File: src/hw/rtl/byte_fifo_with_read_checkpoint_assert.svh
// Assertion macros shared by the byte FIFO RTL.
`ifndef BYTE_FIFO_WITH_READ_CHECKPOINT_ASSERT_SVH
`define BYTE_FIFO_WITH_READ_CHECKPOINT_ASSERT_SVH

`ifndef ASSERT_OFF

// expr holds at every clock edge out of reset
`define BFC_ASSERT_ALWAYS(lbl, clk, rst_n, expr) \
    lbl: assert property (@(posedge clk) disable iff (!rst_n) (expr)) \
        else $error("assertion failed");

// cons holds in the same cycle as ante
`define BFC_ASSERT_IMPLY(lbl, clk, rst_n, ante, cons) \
    lbl: assert property (@(posedge clk) disable iff (!rst_n) (ante) |-> (cons)) \
        else $error("assertion failed");

// cons holds in the cycle after ante
`define BFC_ASSERT_NEXT(lbl, clk, rst_n, ante, cons) \
    lbl: assert property (@(posedge clk) disable iff (!rst_n) (ante) |=> (cons)) \
        else $error("assertion failed");

`else

`define BFC_ASSERT_ALWAYS(lbl, clk, rst_n, expr)
`define BFC_ASSERT_IMPLY(lbl, clk, rst_n, ante, cons)
`define BFC_ASSERT_NEXT(lbl, clk, rst_n, ante, cons)

`endif

`endif

File: src/hw/rtl/bfc_pkg.sv
// Types and constants for the byte FIFO with read checkpoint.
package bfc_pkg;

    localparam int SIZE_W = 9;
    localparam int FILL_W = 9;
    localparam int BYTE_W = 8;
    localparam int KIND_W = 3;

    localparam logic [KIND_W-1:0] KIND_WRITE   = 3'd0;
    localparam logic [KIND_W-1:0] KIND_READ    = 3'd1;
    localparam logic [KIND_W-1:0] KIND_FLUSH   = 3'd2;
    localparam logic [KIND_W-1:0] KIND_BACKUP  = 3'd3;
    localparam logic [KIND_W-1:0] KIND_RECOVER = 3'd4;

    localparam logic [SIZE_W-1:0] SIZE_MIN = 9'd2;

    typedef struct packed {
        logic [KIND_W-1:0] kind;
        logic [BYTE_W-1:0] data_in;
    } cmd_t;

    typedef struct packed {
        logic              status;
        logic [BYTE_W-1:0] read_data;
        logic [FILL_W-1:0] fill_level;
    } rsp_t;

    // result of a command, waiting on the RAM read data
    typedef struct packed {
        logic              status;
        logic              rd_ok;
        logic [FILL_W-1:0] fill;
    } stage_t;

endpackage

File: src/hw/rtl/byte_fifo_with_read_checkpoint.sv
// Byte FIFO with read checkpoint: top level with result staging.
//
// Command channel (cmd_valid/cmd_stall, payload cmd): one command per word,
// kind write, read, flush, backup or recover, plus a data byte for writes.
// Response channel (rsp_valid/rsp_stall, payload rsp): exactly one word per
// command, in order: status (1 = full on write, empty on read, or bad kind),
// the byte taken by a successful read (else zero) and the fill level after it.
// Config: cfg_we writes cfg_data into the size register (clamped to 2..DEPTH)
// that sets where the pointers wrap; write it only while the block is idle.
// Each accepted command's result is registered into the result stage together
// with the storage RAM read data, then moves into the output register.
// Throughput: one command per cycle while rsp_stall is low; the RAM takes
// one write or one read each cycle.
// Stall: a stalled response holds; one more command is accepted into the
// result stage behind it, after which cmd_stall rises until rsp drains.
// Reset: pointers, count and checkpoint clear, size goes to min(256, DEPTH);
// storage contents are not cleared and no clearing pass is needed.
`include "byte_fifo_with_read_checkpoint_assert.svh"

module byte_fifo_with_read_checkpoint #(
    parameter int DEPTH = 256
) (
    input  logic                       clk,
    input  logic                       rst_n,
    input  logic                       cmd_valid,
    output logic                       cmd_stall,
    input  bfc_pkg::cmd_t              cmd,
    output logic                       rsp_valid,
    input  logic                       rsp_stall,
    output bfc_pkg::rsp_t              rsp,
    input  logic                       cfg_we,
    input  logic [bfc_pkg::SIZE_W-1:0] cfg_data
);

    import bfc_pkg::*;

    localparam int AW = $clog2(DEPTH);

    logic              acc;
    logic              out_free;
    logic              s1_move;
    logic              ram_we;
    logic [AW-1:0]     ram_waddr;
    logic [BYTE_W-1:0] ram_wdata;
    logic              ram_re;
    logic [AW-1:0]     ram_raddr;
    logic [BYTE_W-1:0] ram_q;
    stage_t            res;

    logic   s1_valid_reg,  s1_valid_next;
    stage_t s1_reg;
    logic   out_valid_reg, out_valid_next;
    rsp_t   out_reg;

    assign out_free  = !out_valid_reg || !rsp_stall;
    assign s1_move   = s1_valid_reg && out_free;
    assign cmd_stall = s1_valid_reg && !out_free;
    assign acc       = cmd_valid && !cmd_stall;

    bfc_ctrl #(
        .DEPTH (DEPTH)
    ) u_ctrl (
        .clk       (clk),
        .rst_n     (rst_n),
        .acc       (acc),
        .cmd       (cmd),
        .cfg_we    (cfg_we),
        .cfg_data  (cfg_data),
        .ram_we    (ram_we),
        .ram_waddr (ram_waddr),
        .ram_wdata (ram_wdata),
        .ram_re    (ram_re),
        .ram_raddr (ram_raddr),
        .res       (res)
    );

    bfc_ram #(
        .WIDTH (BYTE_W),
        .DEPTH (DEPTH)
    ) u_ram (
        .clk   (clk),
        .we    (ram_we),
        .waddr (ram_waddr),
        .wdata (ram_wdata),
        .re    (ram_re),
        .raddr (ram_raddr),
        .rdata (ram_q)
    );

    always_comb
    begin
        s1_valid_next = s1_valid_reg;
        if (acc)
        begin
            s1_valid_next = 1'b1;
        end
        else if (s1_move)
        begin
            s1_valid_next = 1'b0;
        end
        out_valid_next = out_free ? s1_valid_reg : out_valid_reg;
    end

    always_ff @(posedge clk or negedge rst_n)
    begin
        if (!rst_n)
        begin
            s1_valid_reg  <= 1'b0;
            out_valid_reg <= 1'b0;
        end
        else
        begin
            s1_valid_reg  <= s1_valid_next;
            out_valid_reg <= out_valid_next;
        end
    end

    // RAM data stays put while the stage holds, since no read issues then
    always_ff @(posedge clk)
    begin
        if (acc)
        begin
            s1_reg <= res;
        end
        if (out_free)
        begin
            out_reg.status     <= s1_reg.status;
            out_reg.read_data  <= s1_reg.rd_ok ? ram_q : '0;
            out_reg.fill_level <= s1_reg.fill;
        end
    end

    assign rsp_valid = out_valid_reg;
    assign rsp       = out_reg;

    `BFC_ASSERT_IMPLY(a_stall_full, clk, rst_n, cmd_stall, s1_valid_reg && out_valid_reg)
    `BFC_ASSERT_NEXT(a_stage_fill, clk, rst_n, acc, s1_valid_reg)

endmodule

File: src/hw/rtl/bfc_ram.sv
// Generic single-write, single-read RAM with registered read data.
module bfc_ram #(
    parameter int WIDTH = 8,
    parameter int DEPTH = 256
) (
    input  logic                     clk,
    input  logic                     we,
    input  logic [$clog2(DEPTH)-1:0] waddr,
    input  logic [WIDTH-1:0]         wdata,
    input  logic                     re,
    input  logic [$clog2(DEPTH)-1:0] raddr,
    output logic [WIDTH-1:0]         rdata
);

    logic [WIDTH-1:0] mem [DEPTH];
    logic [WIDTH-1:0] rdata_reg;

    always_ff @(posedge clk)
    begin
        if (we)
        begin
            mem[waddr] <= wdata;
        end
        if (re)
        begin
            rdata_reg <= mem[raddr];
        end
    end

    assign rdata = rdata_reg;

endmodule

File: src/hw/rtl/bfc_ctrl.sv
// Command decode, pointer/count/checkpoint registers and RAM port control.
`include "byte_fifo_with_read_checkpoint_assert.svh"

module bfc_ctrl #(
    parameter int DEPTH = 256
) (
    input  logic                          clk,
    input  logic                          rst_n,
    input  logic                          acc,
    input  bfc_pkg::cmd_t                 cmd,
    input  logic                          cfg_we,
    input  logic [bfc_pkg::SIZE_W-1:0]    cfg_data,
    output logic                          ram_we,
    output logic [$clog2(DEPTH)-1:0]      ram_waddr,
    output logic [bfc_pkg::BYTE_W-1:0]    ram_wdata,
    output logic                          ram_re,
    output logic [$clog2(DEPTH)-1:0]      ram_raddr,
    output bfc_pkg::stage_t               res
);

    import bfc_pkg::*;

    localparam int AW       = $clog2(DEPTH);
    localparam int CW       = ((AW > SIZE_W) ? AW : SIZE_W) + 1;
    localparam int SIZE_RST = (DEPTH < 256) ? DEPTH : 256;

    logic [SIZE_W-1:0] size_reg,    size_next;
    logic [AW-1:0]     rd_idx_reg,  rd_idx_next;
    logic [AW-1:0]     wr_idx_reg,  wr_idx_next;
    logic [FILL_W-1:0] fill_reg,    fill_next;
    logic [AW-1:0]     sv_idx_reg,  sv_idx_next;
    logic [FILL_W-1:0] sv_fill_reg, sv_fill_next;

    logic          full;
    logic          empty;
    logic [CW-1:0] rd_inc;
    logic [CW-1:0] wr_inc;
    logic [AW-1:0] rd_adv;
    logic [AW-1:0] wr_adv;
    logic          status;
    logic          rd_ok;
    logic          wr_ok;

    assign full  = (fill_reg >= size_reg);
    assign empty = (fill_reg == '0);

    // indices wrap to zero at size or beyond
    assign rd_inc = CW'(rd_idx_reg) + CW'(1);
    assign wr_inc = CW'(wr_idx_reg) + CW'(1);
    assign rd_adv = (rd_inc >= CW'(size_reg)) ? '0 : rd_inc[AW-1:0];
    assign wr_adv = (wr_inc >= CW'(size_reg)) ? '0 : wr_inc[AW-1:0];

    always_comb
    begin
        size_next = size_reg;
        if (cfg_we)
        begin
            if (cfg_data < SIZE_MIN)
            begin
                size_next = SIZE_MIN;
            end
            else if (CW'(cfg_data) > CW'(DEPTH))
            begin
                size_next = SIZE_W'(DEPTH);
            end
            else
            begin
                size_next = cfg_data;
            end
        end
    end

    always_comb
    begin
        rd_idx_next  = rd_idx_reg;
        wr_idx_next  = wr_idx_reg;
        fill_next    = fill_reg;
        sv_idx_next  = sv_idx_reg;
        sv_fill_next = sv_fill_reg;
        status       = 1'b0;
        rd_ok        = 1'b0;
        wr_ok        = 1'b0;
        unique case (cmd.kind)
            KIND_WRITE:
            begin
                if (full)
                begin
                    status = 1'b1;
                end
                else
                begin
                    wr_ok       = 1'b1;
                    fill_next   = fill_reg + FILL_W'(1);
                    wr_idx_next = wr_adv;
                end
            end
            KIND_READ:
            begin
                if (empty)
                begin
                    status = 1'b1;
                end
                else
                begin
                    rd_ok       = 1'b1;
                    fill_next   = fill_reg - FILL_W'(1);
                    rd_idx_next = rd_adv;
                end
            end
            KIND_FLUSH:
            begin
                rd_idx_next = '0;
                wr_idx_next = '0;
                fill_next   = '0;
            end
            KIND_BACKUP:
            begin
                sv_idx_next  = rd_idx_reg;
                sv_fill_next = fill_reg;
            end
            KIND_RECOVER:
            begin
                rd_idx_next = sv_idx_reg;
                fill_next   = sv_fill_reg;
            end
            default:
            begin
                status = 1'b1;
            end
        endcase
    end

    always_ff @(posedge clk or negedge rst_n)
    begin
        if (!rst_n)
        begin
            size_reg    <= SIZE_W'(SIZE_RST);
            rd_idx_reg  <= '0;
            wr_idx_reg  <= '0;
            fill_reg    <= '0;
            sv_idx_reg  <= '0;
            sv_fill_reg <= '0;
        end
        else
        begin
            size_reg <= size_next;
            if (acc)
            begin
                rd_idx_reg  <= rd_idx_next;
                wr_idx_reg  <= wr_idx_next;
                fill_reg    <= fill_next;
                sv_idx_reg  <= sv_idx_next;
                sv_fill_reg <= sv_fill_next;
            end
        end
    end

    assign ram_we    = acc && wr_ok;
    assign ram_waddr = wr_idx_reg;
    assign ram_wdata = cmd.data_in;
    assign ram_re    = acc && rd_ok;
    assign ram_raddr = rd_idx_reg;

    assign res.status = status;
    assign res.rd_ok  = rd_ok;
    assign res.fill   = fill_next;

    `BFC_ASSERT_NEXT(a_wr_count, clk, rst_n, acc && (cmd.kind == KIND_WRITE) && !full,
        fill_reg == $past(fill_reg) + FILL_W'(1))
    `BFC_ASSERT_NEXT(a_rd_empty_hold, clk, rst_n, acc && (cmd.kind == KIND_READ) && empty,
        $stable(rd_idx_reg) && $stable(fill_reg))
    `BFC_ASSERT_NEXT(a_flush_clear, clk, rst_n, acc && (cmd.kind == KIND_FLUSH),
        (fill_reg == '0) && (wr_idx_reg == '0) && (rd_idx_reg == '0))
    `BFC_ASSERT_ALWAYS(a_ram_port, clk, rst_n, !(ram_we && ram_re))

endmodule

File: config.mk
export PLATFORM = sky130hd
export DESIGN_NAME = byte_fifo_with_read_checkpoint
export DESIGN_NICKNAME = d
export VERILOG_FILES = /design/src/hw/rtl/bfc_pkg.sv /design/src/hw/rtl/byte_fifo_with_read_checkpoint.sv /design/src/hw/rtl/bfc_ram.sv /design/src/hw/rtl/bfc_ctrl.sv
export VERILOG_INCLUDE_DIRS = /design/src /design/src/hw/rtl
export SDC_FILE = /design/constraint.sdc
export NUM_CORES = 2
export LEC_CHECK = 0
export BUFFER_PORTS_ARGS = -buffer_cell sky130_fd_sc_hd__buf_2
export CAP_MARGIN = 20
export CORE_ASPECT_RATIO = 0.75
export CORE_MARGIN = 5
export CORE_UTILIZATION = 50
export CTS_CLUSTER_DIAMETER = 80
export CTS_CLUSTER_SIZE = 30
export DETAILED_ROUTE_END_ITERATION = 12
export GPL_TIMING_DRIVEN = 1
export PLACE_DENSITY = 0.65
export SLEW_MARGIN = 20
export SYNTH_ARGS = -nofsm -noshare
export SYNTH_HDL_FRONTEND = slang
export SYNTH_HIERARCHICAL = 1
export SYNTH_SLANG_ARGS = --single-unit
File: constraint.sdc
create_clock -name clk -period 6.8 [get_ports clk]
set_clock_uncertainty 0.2 [all_clocks]
set_input_delay 0.68 -clock clk [delete_from_list [all_inputs] [get_ports clk]]
set_output_delay 0.68 -clock clk [all_outputs]
set_load 0.05 [all_outputs]
==> metrics.txt <==
# TYPE chip_impl_metric gauge
chip_impl_metric{name="holdWs",unit="ns"} 0.0605
chip_impl_metric{name="ctsHtreeMaxLevel",unit=""} 3
chip_impl_metric{name="place.gp.congestion",unit=""} 0.879
chip_impl_metric{name="rrSetupSlack",unit="ns"} 1.59
chip_impl_metric{name="grt_start_max_net_pins",unit=""} 190
chip_impl_metric{name="detailedRoute.firstIterationViolations",unit=""} 6297
chip_impl_metric{name="grt_first_pass_wirelength",unit="mm"} 301
chip_impl_metric{name="synth-seq-cells",unit=""} 2138
chip_impl_metric{name="first_global_vias",unit=""} 40300
chip_impl_metric{name="mappedNetlistArea",unit="µm²"} 84400
chip_impl_info{name="timing.setup.critical_path_class",value="reg -> reg"} 1
chip_impl_metric{name="met2WireLength",unit="mm"} 91.6
chip_impl_metric{name="cp_data_arrival_time",unit="ns"} 5.38
chip_impl_metric{name="cts-root-to-sink-buffers",unit=""} 3
chip_impl_metric{name="synth_enable_flop_cells",unit=""} 2085
chip_impl_metric{name="die_x",unit="µm"} 484
chip_impl_metric{name="number_of_antenna_violations_at_the_first_check_in_global_routing",unit=""} 15
chip_impl_metric{name="track_usage",unit="%"} 23.4
chip_impl_metric{name="crit_required",unit="ns"} 6.97
chip_impl_info{name="crit_path_start_kind",value="flop"} 1
chip_impl_metric{name="tightest_slew",unit="ns"} 1.17
chip_impl_metric{name="async_reset_ff_share",unit="%"} 2.48
chip_impl_metric{name="boundaryPins",unit=""} 45
chip_impl_metric{name="detail_route.wl_per_cell",unit="µm"} 32.7
chip_impl_metric{name="highest_attainable_clock_frequency",unit="GHz"} 0.192
chip_impl_info{name="run_status",value="finished, final reports clean"} 1
chip_impl_info{name="dr.max_layer_used",value="met5"} 1
chip_impl_metric{name="die_y",unit="µm"} 366
chip_impl_metric{name="synth.yosys.seq_area_share",unit="%"} 75.8
chip_impl_metric{name="multi_input_comb_area",unit="µm²"} 18900
chip_impl_info{name="holdPathEnd",value="u_ctrl/size_reg[2]"} 1
chip_impl_metric{name="route.vias.total",unit=""} 42400
chip_impl_metric{name="count_of_yosys_warnings_during_synthesis",unit=""} 6
chip_impl_metric{name="combinationalPowerShare",unit="%"} 28.1
chip_impl_info{name="cts_tree",value="built"} 1
chip_impl_metric{name="timing.final.setup_violations",unit=""} 0
chip_impl_metric{name="power.clock.fraction",unit="%"} 21.0
chip_impl_metric{name="die_area",unit="µm²"} 177000
chip_impl_metric{name="final-hold-violation-count",unit=""} 0
chip_impl_info{name="cp_cell_sequence",value="ha_1 -> nand4_1 -> o221ai_1 -> a21oi_2 -> and3_1 -> nand4_1 -> buf_4 -> nor2_1"} 1
chip_impl_info{name="timing.hold.worst.start",value="cfg_data[2]"} 1
chip_impl_metric{name="nets",unit=""} 4232
chip_impl_info{name="grt_setup_unrepaired",value="no"} 1
chip_impl_metric{name="critPathMaxStageDelay",unit="ns"} 0.91
chip_impl_metric{name="gate_count_of_the_mapped_netlist",unit=""} 4212
chip_impl_metric{name="portBuffers",unit=""} 44
chip_impl_metric{name="netSwitchingPower",unit="mW"} 9.06
chip_impl_metric{name="area.sequential",unit="µm²"} 64000
chip_impl_info{name="r2r-start",value="u_ctrl/fill_reg[5]"} 1
chip_impl_metric{name="clkSinkCount",unit=""} 2138
chip_impl_metric{name="met3WireLength",unit="mm"} 24.6
chip_impl_metric{name="dp.final_hpwl",unit="mm"} 131
chip_impl_metric{name="wl_met1",unit="mm"} 89.0
chip_impl_metric{name="detail_route.vias_per_cell",unit=""} 6.57
chip_impl_metric{name="post-route-drc-count",unit=""} 0
chip_impl_metric{name="fillerInstances",unit=""} 12800
chip_impl_metric{name="worst_ir_drop_vdd",unit="mV"} 0.257
chip_impl_metric{name="cp.buffers_inverters",unit=""} 1
chip_impl_metric{name="maximum_net_fanout_on_the_critical_path",unit=""} 19
chip_impl_metric{name="post-route-min-period",unit="ns"} 5.21
chip_impl_metric{name="report.final.slew_viol_count",unit=""} 0
chip_impl_metric{name="synth.net_count",unit=""} 4268
chip_impl_metric{name="pwr-share-seq",unit="%"} 50.9
chip_impl_metric{name="totalWireLength",unit="mm"} 211
chip_impl_metric{name="insertion_delay_of_the_later_clocked_pin_in_the_worst_skew_pair",unit="ns"} 0.75
chip_impl_info{name="min-delay-path-class",value="in -> reg"} 1
chip_impl_info{name="setup.worst_path.end_class",value="flop"} 1
chip_impl_info{name="predominant_post_synthesis_flop_cell",value="sky130_fd_sc_hd__edfxtp_1"} 1
chip_impl_metric{name="power_per_cell_area",unit="nW/µm²"} 328
chip_impl_metric{name="worst_hold_path_stage_count",unit=""} 3
chip_impl_metric{name="final_min_period_over_clock_period",unit="%"} 76.5
chip_impl_metric{name="max-cap-violations",unit=""} 0
chip_impl_info{name="critical-path-top-delay-family",value="simple AND/OR/NAND/NOR gates"} 1
chip_impl_info{name="cts-root-buf",value="sky130_fd_sc_hd__clkbuf_16"} 1
chip_impl_metric{name="length_in_cells_of_the_worst_reg_to_reg_path",unit=""} 8
chip_impl_metric{name="start_util",unit="%"} 50.3
chip_impl_metric{name="ys_types",unit=""} 82
chip_impl_metric{name="cts_made_buffers",unit=""} 83
chip_impl_info{name="timing.critical_path.slowest_stage_cell",value="sky130_fd_sc_hd__nand4_1"} 1
chip_impl_metric{name="layout-drive-gt1-share",unit="%"} 17.7
chip_impl_info{name="final_cell_mix",value="sky130_fd_sc_hd__edfxtp_1, sky130_fd_sc_hd__mux4_2, sky130_fd_sc_hd__nor2_1, sky130_fd_sc_hd__a22oi_1, sky130_fd_sc_hd__mux2i_1"} 1
chip_impl_metric{name="antenna_violating_nets_post_route",unit=""} 0
chip_impl_info{name="r2r-end",value="u_ram/mem[254][6]"} 1
chip_impl_metric{name="syn_area_per_cell",unit="µm²"} 20.0
chip_impl_metric{name="power.switching_fraction",unit="%"} 30.9
chip_impl_metric{name="power.leakage",unit="nW"} 27.1
chip_impl_metric{name="area_growth",unit="%"} 5.95
chip_impl_metric{name="num_rows",unit=""} 130
chip_impl_metric{name="floorplan.core_area",unit="µm²"} 168000
chip_impl_metric{name="intPower",unit="mW"} 20.3
chip_impl_info{name="worst_path_most_repeated_cell",value="sky130_fd_sc_hd__nand4_1"} 1
chip_impl_info{name="mostFrequentLayoutCell",value="sky130_fd_sc_hd__edfxtp_1"} 1
chip_impl_metric{name="drtPass1Iterations",unit=""} 6
chip_impl_metric{name="cts.clk_slew.worst_paths",unit="ns"} 0.11
chip_impl_metric{name="largest_reg_flops",unit=""} 2048
chip_impl_metric{name="slew_headroom",unit="%"} 22.0
chip_impl_metric{name="global_route_congestion_overflow_total",unit=""} 0
chip_impl_metric{name="totalNegativeSetupSlack",unit="ns"} 0
logic make-up after synthesis:
kind of cell / share of synthesized area [%]
and+or+nand+nor: 3.37
AOI/OAI and AO/OA: 4.29
buffers and inverters: 2.06
muxes: 13.9
adders and majority gates: 0.460
xor gates and xnor gates: 0.145
DFF: 75.8
cell type report:
type,instances,area share (%)
diodes,7,0.0196
clock buffers,101,2.45
clock inverters,11,0.176
inverters,30,0.126
multi-input cells,1778,21.1
flip-flops and latches,2138,71.5
well taps,2244,3.14
repair buffers,145,1.47
how the worst max path moves through the flow:
stage / cells past startpoint / end / startpoint
floorplan: 12 / u_ram/mem[234][0] / u_ctrl/size_reg[8]
global placement: 8 / u_ram/mem[254][2] / u_ctrl/fill_reg[4]
detailed placement: 9 / u_ram/mem[220][7] / u_ctrl/fill_reg[0]
CTS: 9 / u_ram/mem[220][3] / u_ctrl/fill_reg[0]
global route: 8 / u_ram/mem[254][6] / u_ctrl/fill_reg[6]
finish: 8 / u_ram/mem[254][6] / u_ctrl/fill_reg[5]
power by group through the flow:
| stage | logic [mW] | registers, mW | clock network, mW |
|---|---|---|---|
| global placement | 8.04 | 15.2 | 0 |
| global route | 8.64 | 14.9 | 6.80 |
| detailed placement | 8.08 | 15.2 | 0 |
| finish | 8.23 | 14.9 | 6.17 |
| CTS | 8.10 | 14.9 | 6.31 |
| floorplan | 5.70 | 15.0 | 0 |
worst register-to-register path, stage by stage, from the launching register on:
cell                       delay (ns)
sky130_fd_sc_hd__dfrtp_1         0.65
sky130_fd_sc_hd__ha_1            0.33
sky130_fd_sc_hd__nand4_1         0.12
sky130_fd_sc_hd__o221ai_1        0.16
sky130_fd_sc_hd__a21oi_2         0.60
sky130_fd_sc_hd__and3_1          0.73
sky130_fd_sc_hd__nand4_1         0.92
sky130_fd_sc_hd__buf_4           0.55
sky130_fd_sc_hd__nor2_1          0.59
timing repair:
action                    in CTS  in global routing
gates resized for setup        0                  0
hold buffers                   9                  0
hold endpoints to repair      59                  0
buffers inserted               0                  0
layer usage:
| layer | global-route usage (%) | up-vias |
|---|---|---|
| li1 | - | 17200 |
| met1 | 36.7 | 22500 |
| met2 | 33.0 | 2438 |
| met3 | 5.93 | 284 |
| met4 | 5.69 | 4 |
| met5 | 0 | - |
cells in the mapped netlist, types with 33 or more instances:
cell type                  number  share of area [%]
sky130_fd_sc_hd__nand2_1       66               0.29
sky130_fd_sc_hd__buf_2         35               0.21
sky130_fd_sc_hd__mux2i_1      136                1.6
sky130_fd_sc_hd__a22oi_1      138                1.2
sky130_fd_sc_hd__mux4_2       454                 12
sky130_fd_sc_hd__o221ai_1      47               0.49
sky130_fd_sc_hd__nand3_1       52               0.31
sky130_fd_sc_hd__edfxtp_1    2085                 74
sky130_fd_sc_hd__clkbuf_1     127               0.56
sky130_fd_sc_hd__nor2b_1       33               0.24
sky130_fd_sc_hd__o21ai_0       44               0.26
sky130_fd_sc_hd__buf_4         38               0.34
sky130_fd_sc_hd__a21oi_1      116               0.69
sky130_fd_sc_hd__o22ai_1       34               0.25
sky130_fd_sc_hd__nor3_1        34               0.20
sky130_fd_sc_hd__dfrtp_1       52                1.5
sky130_fd_sc_hd__nor2_1       317                1.4
stage by stage:
step	utilization (%)	std cells	worst slack, ns	cell area [µm²]	power, mW
2_1_floorplan	-	4212	3.05	84400	20.7
3_3_place_gp	51.8	6325	1.68	86900	23.2
3_5_place_dp	51.8	6326	1.70	86900	23.3
4_1_cts	53.3	6447	1.67	89300	29.3
5_1_grt	53.3	6448	1.38	89400	30.4
6_report	53.3	6454	1.59	89400	29.3
Power figures use the tool's default switching activity.
